### src/rtl/okvt_pkg.sv
// types and codes shared by the ordered key-value table
// used by ordered_key_value_table_top; no dependencies
package okvt_pkg;

    localparam int FIELD_W = 32;
    localparam int COUNT_W = 5;
    localparam int EXT_W   = 64;

    typedef enum logic [1:0] {
        MODE_DEFINE = 2'd0,
        MODE_ERASE  = 2'd1,
        MODE_LOOKUP = 2'd2,
        MODE_LIST   = 2'd3
    } t_mode;

    typedef enum logic [2:0] {
        S_IDLE,
        S_SCAN,
        S_ERASE,
        S_LIST,
        S_OUT
    } t_state;

endpackage

### src/rtl/okvt_ram.sv
// generic single-write, single-read ram with registered read data
// no dependencies
module okvt_ram #(
    parameter int WIDTH = 32,
    parameter int DEPTH = 16
) (
    input  logic                     i_clk,
    input  logic                     i_we,
    input  logic [$clog2(DEPTH)-1:0] i_waddr,
    input  logic [WIDTH-1:0]         i_wdata,
    input  logic [$clog2(DEPTH)-1:0] i_raddr,
    output logic [WIDTH-1:0]         o_rdata
);

    logic [WIDTH-1:0] r_mem [DEPTH];
    logic [WIDTH-1:0] r_rdata;

    always_ff @(posedge i_clk) begin
        if (i_we) begin
            r_mem[i_waddr] <= i_wdata;
        end
        r_rdata <= r_mem[i_raddr];
    end

    assign o_rdata = r_rdata;

endmodule

### src/rtl/ordered_key_value_table_top.sv
// ordered key-value table: sequencer and datapath around two key/value rams
// depends on okvt_pkg and okvt_ram
//
// usage:
// the request channel (i_valid / o_stall) carries mode, key and value; a request
// is taken at a clock edge with i_valid high and o_stall low. o_stall stays high
// from the request until its last result has been loaded into the output register.
// the result channel (o_valid / i_stall) carries found, read_value, listed_key,
// entry_count, status and last; a result is taken when o_valid is high and
// i_stall is low. results sit in an output register, so the next request can be
// taken while the final result still waits.
// define, erase and lookup walk the entries one per cycle through the shared
// key compare.
// an erase hit then moves each later entry down one place, one entry per cycle
// through the single ram write port, and then drops the entry count.
// list gives one result per cycle while the receiver does not stall, or one
// empty result on an empty table; the next request is taken once o_stall has
// dropped.
// when the receiver stalls, the output register holds and the sequencer waits
// before it loads its next result.
// reset empties the table at once; entry contents are not cleared.
module ordered_key_value_table_top #(
    parameter int ENTRIES    = 16,
    parameter int KEY_BITS   = 32,
    parameter int VALUE_BITS = 32
) (
    input  logic                         i_clk,
    input  logic                         i_rst_n,
    input  logic                         i_valid,
    output logic                         o_stall,
    input  logic [1:0]                   i_mode,
    input  logic [okvt_pkg::FIELD_W-1:0] i_key,
    input  logic [okvt_pkg::FIELD_W-1:0] i_value,
    output logic                         o_valid,
    input  logic                         i_stall,
    output logic                         o_found,
    output logic [okvt_pkg::FIELD_W-1:0] o_read_value,
    output logic [okvt_pkg::FIELD_W-1:0] o_listed_key,
    output logic [okvt_pkg::COUNT_W-1:0] o_entry_count,
    output logic                         o_status,
    output logic                         o_last
);

    localparam int CW = $clog2(ENTRIES + 1);
    localparam int IW = $clog2(ENTRIES);

    okvt_pkg::t_state r_state, n_state;
    okvt_pkg::t_mode  r_mode, n_mode;

    logic [CW-1:0]         r_count, n_count;
    logic [CW-1:0]         r_idx, n_idx;
    logic [KEY_BITS-1:0]   r_key, n_key;
    logic [VALUE_BITS-1:0] r_val, n_val;
    logic [VALUE_BITS-1:0] r_rv, n_rv;
    logic                  r_found, n_found;
    logic                  r_status, n_status;

    logic                         r_out_vld;
    logic                         r_out_found;
    logic [okvt_pkg::FIELD_W-1:0] r_out_rv;
    logic [okvt_pkg::FIELD_W-1:0] r_out_lk;
    logic [okvt_pkg::COUNT_W-1:0] r_out_cnt;
    logic                         r_out_status;
    logic                         r_out_last;

    logic                         out_load;
    logic                         ld_found;
    logic [VALUE_BITS-1:0]        ld_rv;
    logic [KEY_BITS-1:0]          ld_lk;
    logic                         ld_status;
    logic                         ld_last;

    logic                  in_accept;
    logic                  out_free;
    logic                  match;
    logic                  last_idx;
    logic [CW-1:0]         erase_addr;
    logic [KEY_BITS-1:0]   key_in;
    logic [VALUE_BITS-1:0] val_in;

    logic                  key_we, val_we;
    logic [IW-1:0]         waddr;
    logic [KEY_BITS-1:0]   key_wdata, rd_key;
    logic [VALUE_BITS-1:0] val_wdata, rd_val;
    logic [okvt_pkg::EXT_W-1:0] key_in_ext, val_in_ext, lk_ext, rv_ext, cnt_ext;

    okvt_ram #(.WIDTH(KEY_BITS), .DEPTH(ENTRIES)) u_key_ram (
        .i_clk   (i_clk),
        .i_we    (key_we),
        .i_waddr (waddr),
        .i_wdata (key_wdata),
        .i_raddr (n_idx[IW-1:0]),
        .o_rdata (rd_key)
    );

    okvt_ram #(.WIDTH(VALUE_BITS), .DEPTH(ENTRIES)) u_val_ram (
        .i_clk   (i_clk),
        .i_we    (val_we),
        .i_waddr (waddr),
        .i_wdata (val_wdata),
        .i_raddr (n_idx[IW-1:0]),
        .o_rdata (rd_val)
    );

    assign in_accept  = i_valid && !o_stall;
    assign out_free   = !r_out_vld || !i_stall;
    assign match      = (rd_key == r_key) && (r_count != '0);
    assign last_idx   = (r_idx == r_count - CW'(1));
    assign erase_addr = r_idx - CW'(1);
    assign key_in_ext = okvt_pkg::EXT_W'(i_key);
    assign val_in_ext = okvt_pkg::EXT_W'(i_value);
    assign key_in     = key_in_ext[KEY_BITS-1:0];
    assign val_in     = val_in_ext[VALUE_BITS-1:0];

    // next state
    always_comb begin
        n_state = r_state;
        case (r_state)
            okvt_pkg::S_IDLE: begin
                if (in_accept) begin
                    if (okvt_pkg::t_mode'(i_mode) == okvt_pkg::MODE_LIST) begin
                        n_state = (r_count == '0) ? okvt_pkg::S_OUT : okvt_pkg::S_LIST;
                    end else begin
                        n_state = okvt_pkg::S_SCAN;
                    end
                end
            end
            okvt_pkg::S_SCAN: begin
                if (match) begin
                    n_state = (r_mode == okvt_pkg::MODE_ERASE) ? okvt_pkg::S_ERASE
                                                               : okvt_pkg::S_OUT;
                end else if (r_count == '0 || last_idx) begin
                    n_state = okvt_pkg::S_OUT;
                end
            end
            okvt_pkg::S_ERASE: begin
                if (r_idx >= r_count) begin
                    n_state = okvt_pkg::S_OUT;
                end
            end
            okvt_pkg::S_LIST: begin
                if (out_free && last_idx) begin
                    n_state = okvt_pkg::S_IDLE;
                end
            end
            okvt_pkg::S_OUT: begin
                if (out_free) begin
                    n_state = okvt_pkg::S_IDLE;
                end
            end
            default: begin
                n_state = okvt_pkg::S_IDLE;
            end
        endcase
    end

    // datapath and outputs
    always_comb begin
        n_mode    = r_mode;
        n_key     = r_key;
        n_val     = r_val;
        n_idx     = r_idx;
        n_count   = r_count;
        n_found   = r_found;
        n_status  = r_status;
        n_rv      = r_rv;
        key_we    = 1'b0;
        val_we    = 1'b0;
        waddr     = r_idx[IW-1:0];
        key_wdata = r_key;
        val_wdata = r_val;
        out_load  = 1'b0;
        ld_found  = 1'b0;
        ld_rv     = '0;
        ld_lk     = '0;
        ld_status = 1'b0;
        ld_last   = 1'b0;
        case (r_state)
            okvt_pkg::S_IDLE: begin
                if (in_accept) begin
                    n_mode   = okvt_pkg::t_mode'(i_mode);
                    n_key    = key_in;
                    n_val    = val_in;
                    n_idx    = '0;
                    n_found  = 1'b0;
                    n_status = 1'b0;
                    n_rv     = '0;
                end
            end
            okvt_pkg::S_SCAN: begin
                if (match) begin
                    n_found = 1'b1;
                    case (r_mode)
                        okvt_pkg::MODE_DEFINE: begin
                            val_we = 1'b1;
                        end
                        okvt_pkg::MODE_ERASE: begin
                            n_idx = r_idx + CW'(1);
                        end
                        okvt_pkg::MODE_LOOKUP: begin
                            n_rv = rd_val;
                        end
                        default: begin
                            n_found = 1'b1;
                        end
                    endcase
                end else if (r_count == '0 || last_idx) begin
                    if (r_mode == okvt_pkg::MODE_DEFINE) begin
                        if (r_count < CW'(ENTRIES)) begin
                            key_we  = 1'b1;
                            val_we  = 1'b1;
                            waddr   = r_count[IW-1:0];
                            n_count = r_count + CW'(1);
                        end else begin
                            n_status = 1'b1;
                        end
                    end
                end else begin
                    n_idx = r_idx + CW'(1);
                end
            end
            okvt_pkg::S_ERASE: begin
                if (r_idx < r_count) begin
                    // move entry down one place to close the gap
                    key_we    = 1'b1;
                    val_we    = 1'b1;
                    waddr     = erase_addr[IW-1:0];
                    key_wdata = rd_key;
                    val_wdata = rd_val;
                    n_idx     = r_idx + CW'(1);
                end else begin
                    n_count = r_count - CW'(1);
                end
            end
            okvt_pkg::S_LIST: begin
                if (out_free) begin
                    out_load = 1'b1;
                    ld_found = 1'b1;
                    ld_lk    = rd_key;
                    ld_last  = last_idx;
                    if (!last_idx) begin
                        n_idx = r_idx + CW'(1);
                    end
                end
            end
            okvt_pkg::S_OUT: begin
                if (out_free) begin
                    out_load  = 1'b1;
                    ld_found  = r_found;
                    ld_rv     = r_rv;
                    ld_status = r_status;
                    ld_last   = 1'b1;
                end
            end
            default: begin
                out_load = 1'b0;
            end
        endcase
    end

    assign lk_ext  = okvt_pkg::EXT_W'(ld_lk);
    assign rv_ext  = okvt_pkg::EXT_W'(ld_rv);
    assign cnt_ext = okvt_pkg::EXT_W'(r_count);

    always_ff @(posedge i_clk) begin
        if (!i_rst_n) begin
            r_state   <= okvt_pkg::S_IDLE;
            r_count   <= '0;
            r_out_vld <= 1'b0;
        end else begin
            r_state   <= n_state;
            r_count   <= n_count;
            r_out_vld <= out_load || (r_out_vld && i_stall);
        end
    end

    always_ff @(posedge i_clk) begin
        r_mode   <= n_mode;
        r_key    <= n_key;
        r_val    <= n_val;
        r_idx    <= n_idx;
        r_found  <= n_found;
        r_status <= n_status;
        r_rv     <= n_rv;
        if (out_load) begin
            r_out_found  <= ld_found;
            r_out_rv     <= rv_ext[okvt_pkg::FIELD_W-1:0];
            r_out_lk     <= lk_ext[okvt_pkg::FIELD_W-1:0];
            r_out_cnt    <= cnt_ext[okvt_pkg::COUNT_W-1:0];
            r_out_status <= ld_status;
            r_out_last   <= ld_last;
        end
    end

    assign o_stall       = (r_state != okvt_pkg::S_IDLE);
    assign o_valid       = r_out_vld;
    assign o_found       = r_out_found;
    assign o_read_value  = r_out_rv;
    assign o_listed_key  = r_out_lk;
    assign o_entry_count = r_out_cnt;
    assign o_status      = r_out_status;
    assign o_last        = r_out_last;

    // table occupancy stays within its depth
    assert property (@(posedge i_clk) disable iff (!i_rst_n)
        r_count <= CW'(ENTRIES))
        else $error("entry count beyond table depth");

    // a finished erase removes exactly one entry
    assert property (@(posedge i_clk) disable iff (!i_rst_n)
        (r_state == okvt_pkg::S_ERASE && r_idx >= r_count)
        |=> (r_count == $past(r_count) - CW'(1)))
        else $error("erase did not drop one entry");

    // listing only walks a non-empty table
    assert property (@(posedge i_clk) disable iff (!i_rst_n)
        (r_state == okvt_pkg::S_LIST) |-> (r_count != '0))
        else $error("list walk on empty table");

    // writes never land past the occupied region plus one append slot
    assert property (@(posedge i_clk) disable iff (!i_rst_n)
        key_we |-> (CW'(waddr) <= r_count))
        else $error("key write outside table");

endmodule
### config.mk
export PLATFORM = sky130hd
export DESIGN_NAME = ordered_key_value_table_top
export DESIGN_NICKNAME = d
export VERILOG_FILES = /design/src/rtl/okvt_pkg.sv /design/src/rtl/okvt_ram.sv /design/src/rtl/ordered_key_value_table_top.sv
export SDC_FILE = /design/constraint.sdc
export NUM_CORES = 1
export LEC_CHECK = 0
export BUFFER_PORTS_ARGS = -buffer_cell sky130_fd_sc_hd__buf_2
export CAP_MARGIN = 0
export CORE_ASPECT_RATIO = 0.5
export CORE_MARGIN = 1
export CORE_UTILIZATION = 62
export DETAILED_ROUTE_END_ITERATION = 12
export PLACE_DENSITY = 0.85
export REMOVE_ABC_BUFFERS = 1
export SLEW_MARGIN = 20
export SYNTH_ARGS = -nofsm -noshare
export SYNTH_HDL_FRONTEND = slang
export SYNTH_SLANG_ARGS = --single-unit
### constraint.sdc
create_clock -name i_clk -period 6.5 [get_ports i_clk]
set_input_delay 0.65 -clock i_clk [delete_from_list [all_inputs] [get_ports i_clk]]
set_output_delay 0.65 -clock i_clk [all_outputs]
set_load 0.05 [all_outputs]
==> impl_metrics.env <==
export IMPL_status="finished, final reports clean"
export IMPL_cts_resized=0
export IMPL_combPwrFrac_pct=16.7
export IMPL_startpoint_type="register"
export IMPL_setup_viol=0
export IMPL_syn_avg_cell_area_sq_um=15.00
export IMPL_p_clk_share_pct=33.4
export IMPL_grt_pass1_vias=30946
export IMPL_cp_slowest_stage_delay_ps=760
export IMPL_slew_headroom_pct=20.03
export IMPL_drt_antenna_violating_nets=0
export IMPL_yosys_top_cells_area="edfxtp_1, nand2_1, dfxtp_1"
export IMPL_maxCapViolCount=0
export IMPL_place_ws_ps=978.3
export IMPL_synth_top_cell_area_share_pct=72.64
export IMPL_antenna_found_initial=1
export IMPL_syn_inst=3299
export IMPL_cts_root_buf="clkbuf_16"
export IMPL_synth_area_sq_mm=0.04948
export IMPL_power_w=0.01931
export IMPL_drc=0
export IMPL_cts_sinks=1274
export IMPL_design_area_sq_mm=0.05500
export IMPL_worst_slack_ps=799.0
export IMPL_synth_xor_area_share_pct=0.7763
export IMPL_place_gp_congestion=0.8967
export IMPL_nets=3462
export IMPL_yosysTopAreaCell="edfxtp_1"
export IMPL_power_leakage_nw=19.19
export IMPL_synth_adder_area_share_pct=0.2529
export IMPL_critical_path_class="reg -> reg"
export IMPL_gr_usage_all_layers_pct=30.24
export IMPL_vias=31088
export IMPL_placed_cell_area_sq_mm=0.05150
export IMPL_hold_viol=0
export IMPL_grt_max_degree=193
export IMPL_synthToLayoutAreaGrowth_pct=11.15
export IMPL_hold_path_depth=1
export IMPL_clk_pin_slew_ps=70
export IMPL_yosysWarnings=0
export IMPL_num_io_pins=144
export IMPL_first_pass_iters=6
export IMPL_htreeDepth=3
export IMPL_clock_path_buffers=3
export IMPL_worst_clock_skew_ps=25.66
export IMPL_worst_slew_pin_slew_ps=1199
export IMPL_p_int_w=0.01393
export IMPL_fmaxAchievable_mhz=175.4
export IMPL_cp_end_kind="register"
export IMPL_rsz0062_at_grt="false"
export IMPL_numCtsBuffers=102
export IMPL_synth_compound_area_share_pct=8.655
export IMPL_core_sq_mm=0.07810
export IMPL_ys_seq_area_share_pct=75.76
export IMPL_fin_crit_sh_pct=87.71
export IMPL_synth_mux_area_share_pct=2.703
export IMPL_vias_per_cell=6.899
export IMPL_async_flop_share_pct=0
export IMPL_seqPwrFrac_pct=49.9
export IMPL_rows=72
export IMPL_die_h_um=201.8
export IMPL_routed_wl_um=124500
export IMPL_routedWlPerCell_um=27.62
export IMPL_peakVddDrop_mv=0.2827
export IMPL_fp_dieW_um=401.5
export IMPL_grt_pass1_wl_um=184100
export IMPL_min_period_ps=5701
export IMPL_overflow=0
export IMPL_arrival_ps=6250
export IMPL_cts_tree="done"
export IMPL_start_util_pct=63.35
export IMPL_insertion_delay_ps=700
export IMPL_synth_main_ff_cell="edfxtp_1"
export IMPL_hold_class="in -> reg"
export IMPL_dieArea_sq_mm=0.08101
export IMPL_cts_hold_buf=0
export IMPL_rr_worst_depth=14
export IMPL_p_per_area_mw_per_mm2=351.1
export IMPL_yosys_top_cells_count="edfxtp_1, nand2_1, a21oi_1, and3_1, clkbuf_1"
export IMPL_cp_slowest_cell="or2_4"
export IMPL_yosys_area_share_simple_pct=9.624
export IMPL_yosys_register_bits=1274
export IMPL_switchingPower_w=0.005383
export IMPL_yosysUniqueCellTypes=70
export IMPL_dpl_hpwl_um=65610
export IMPL_sw_frac_of_total_pct=27.88
export IMPL_cp_cell_sequence="inv_1, ha_1, or4b_4, nand4_1, nor4_1, nand3_1, or3_1, and3_1, a2bb2oi_4, inv_6, or2_4, buf_4, o22ai_1, or4_1"
export IMPL_final_core_util_pct=70.42
export IMPL_synth_edf_count=1197
export IMPL_cp_max_fo=62
export IMPL_critPathRequiredTime_ps=7040
export IMPL_postCtsSetupRepairBufs=0
export IMPL_synth_top_family_by_area="simple AND/OR/NAND/NOR gates"
export IMPL_drive_gt1_share_pct=12.37
export IMPL_io_buffers=143
export IMPL_drt_iter0_drc=4595
export IMPL_report_final_slew_viol_count=0
export IMPL_synth_most_common_cell="edfxtp_1"
-- stage by stage --
step,setup TNS [ps],hold WS [ps],instances
4_1_cts,0,109.6,4503
6_report,0,130.5,4506
3_5_place_dp,0,502.6,4312
3_3_place_gp,0,505.6,4302
5_1_grt,0,110.6,4505
2_1_floorplan,-736550,492.4,3070
-- metal layers --
layer	share of wire, %	track usage [%]	vias to the layer above
met4	5.3	16.05	2
li1	-	-	12905
met5	0.016	0	-
met3	11	5.651	455
met1	36	39.05	15216
met2	48	49.32	2510
-- power groups by stage --
stage	Sequential (W)	Clock, W	Combinational [W]
detailed placement	0.00980	0	0.00310
floorplan	0.00984	0	0.00232
global route	0.00966	0.00673	0.00342
finish	0.00964	0.00644	0.00323
CTS	0.00963	0.00642	0.00316
global placement	0.00979	0	0.00296
-- layout make-up --
cell class              count  area [sq um]
fillers                  4327         23110
clock buffers             120          2711
flip-flops and latches   1274         37490
repair buffers            208          1476
inverters                  21         95.09
multi-input cells        1775         11200
well taps                1036          1296
clock inverters            71         734.5
diodes                      1         2.502
-- flip-flops by register name, summed over array words and instances (netlist names), 2 cells and up --
register / flops
r_mode: 2
r_count: 5
o_entry_count: 5
u_key_ram.o_rdata: 32
r_key: 32
o_listed_key: 32
r_state: 3
u_val_ram.r_mem: 512
r_val: 32
u_key_ram.r_mem: 512
r_idx: 5
o_read_value: 32
u_val_ram.o_rdata: 32
r_rv: 32
-- cells in the final DEF (no fill, tap or decap), types with 9 or more instances in the layout --
cell type / instances
edfxtp_1: 1197
nand2_1: 478
a21oi_1: 268
and3_1: 195
buf_2: 143
mux2i_1: 131
a221oi_1: 130
a211oi_1: 129
clkbuf_16: 103
dfxtp_1: 77
o22ai_1: 65
nor3b_1: 64
or4_1: 64
buf_4: 48
xnor2_1: 37
and2_1: 34
nor2_4: 33
clkinv_1: 24
nor2_1: 24
clkinv_2: 21
inv_1: 16
bufinv_16: 14
nand4_1: 12
o21ai_0: 11
ha_1: 10
clkbuf_1: 10
buf_12: 9
-- logic make-up after synthesis --
kind of cell,Yosys count
AO/OA/AOI/OAI,640
buffers and inverters,250
XOR/XNOR,43
adder cells (fa/ha/maj),10
multiplexers,133
AND/OR/NAND/NOR,949
flip-flops,1274
-- worst max-delay path, delay by kind of cell (launching register included) --
family	cells	cell delay, ps
and+or+nand+nor	8	3460
buffers and inverters	3	1040
DFF	1	440
AOI/OAI and AO/OA	2	350
adders and majority gates	1	230
-- worst paths after layout --
path	start	end	slack, ps
max	r_count[0]	u_val_ram.o_rdata[23]	800
min	i_value[4]	r_val[4]	130
max reg2reg	r_count[0]	u_val_ram.o_rdata[23]	800
min reg2reg	r_rv[31]	o_read_value[31]	520
Note: power is estimated with default switching activity, not from simulation.
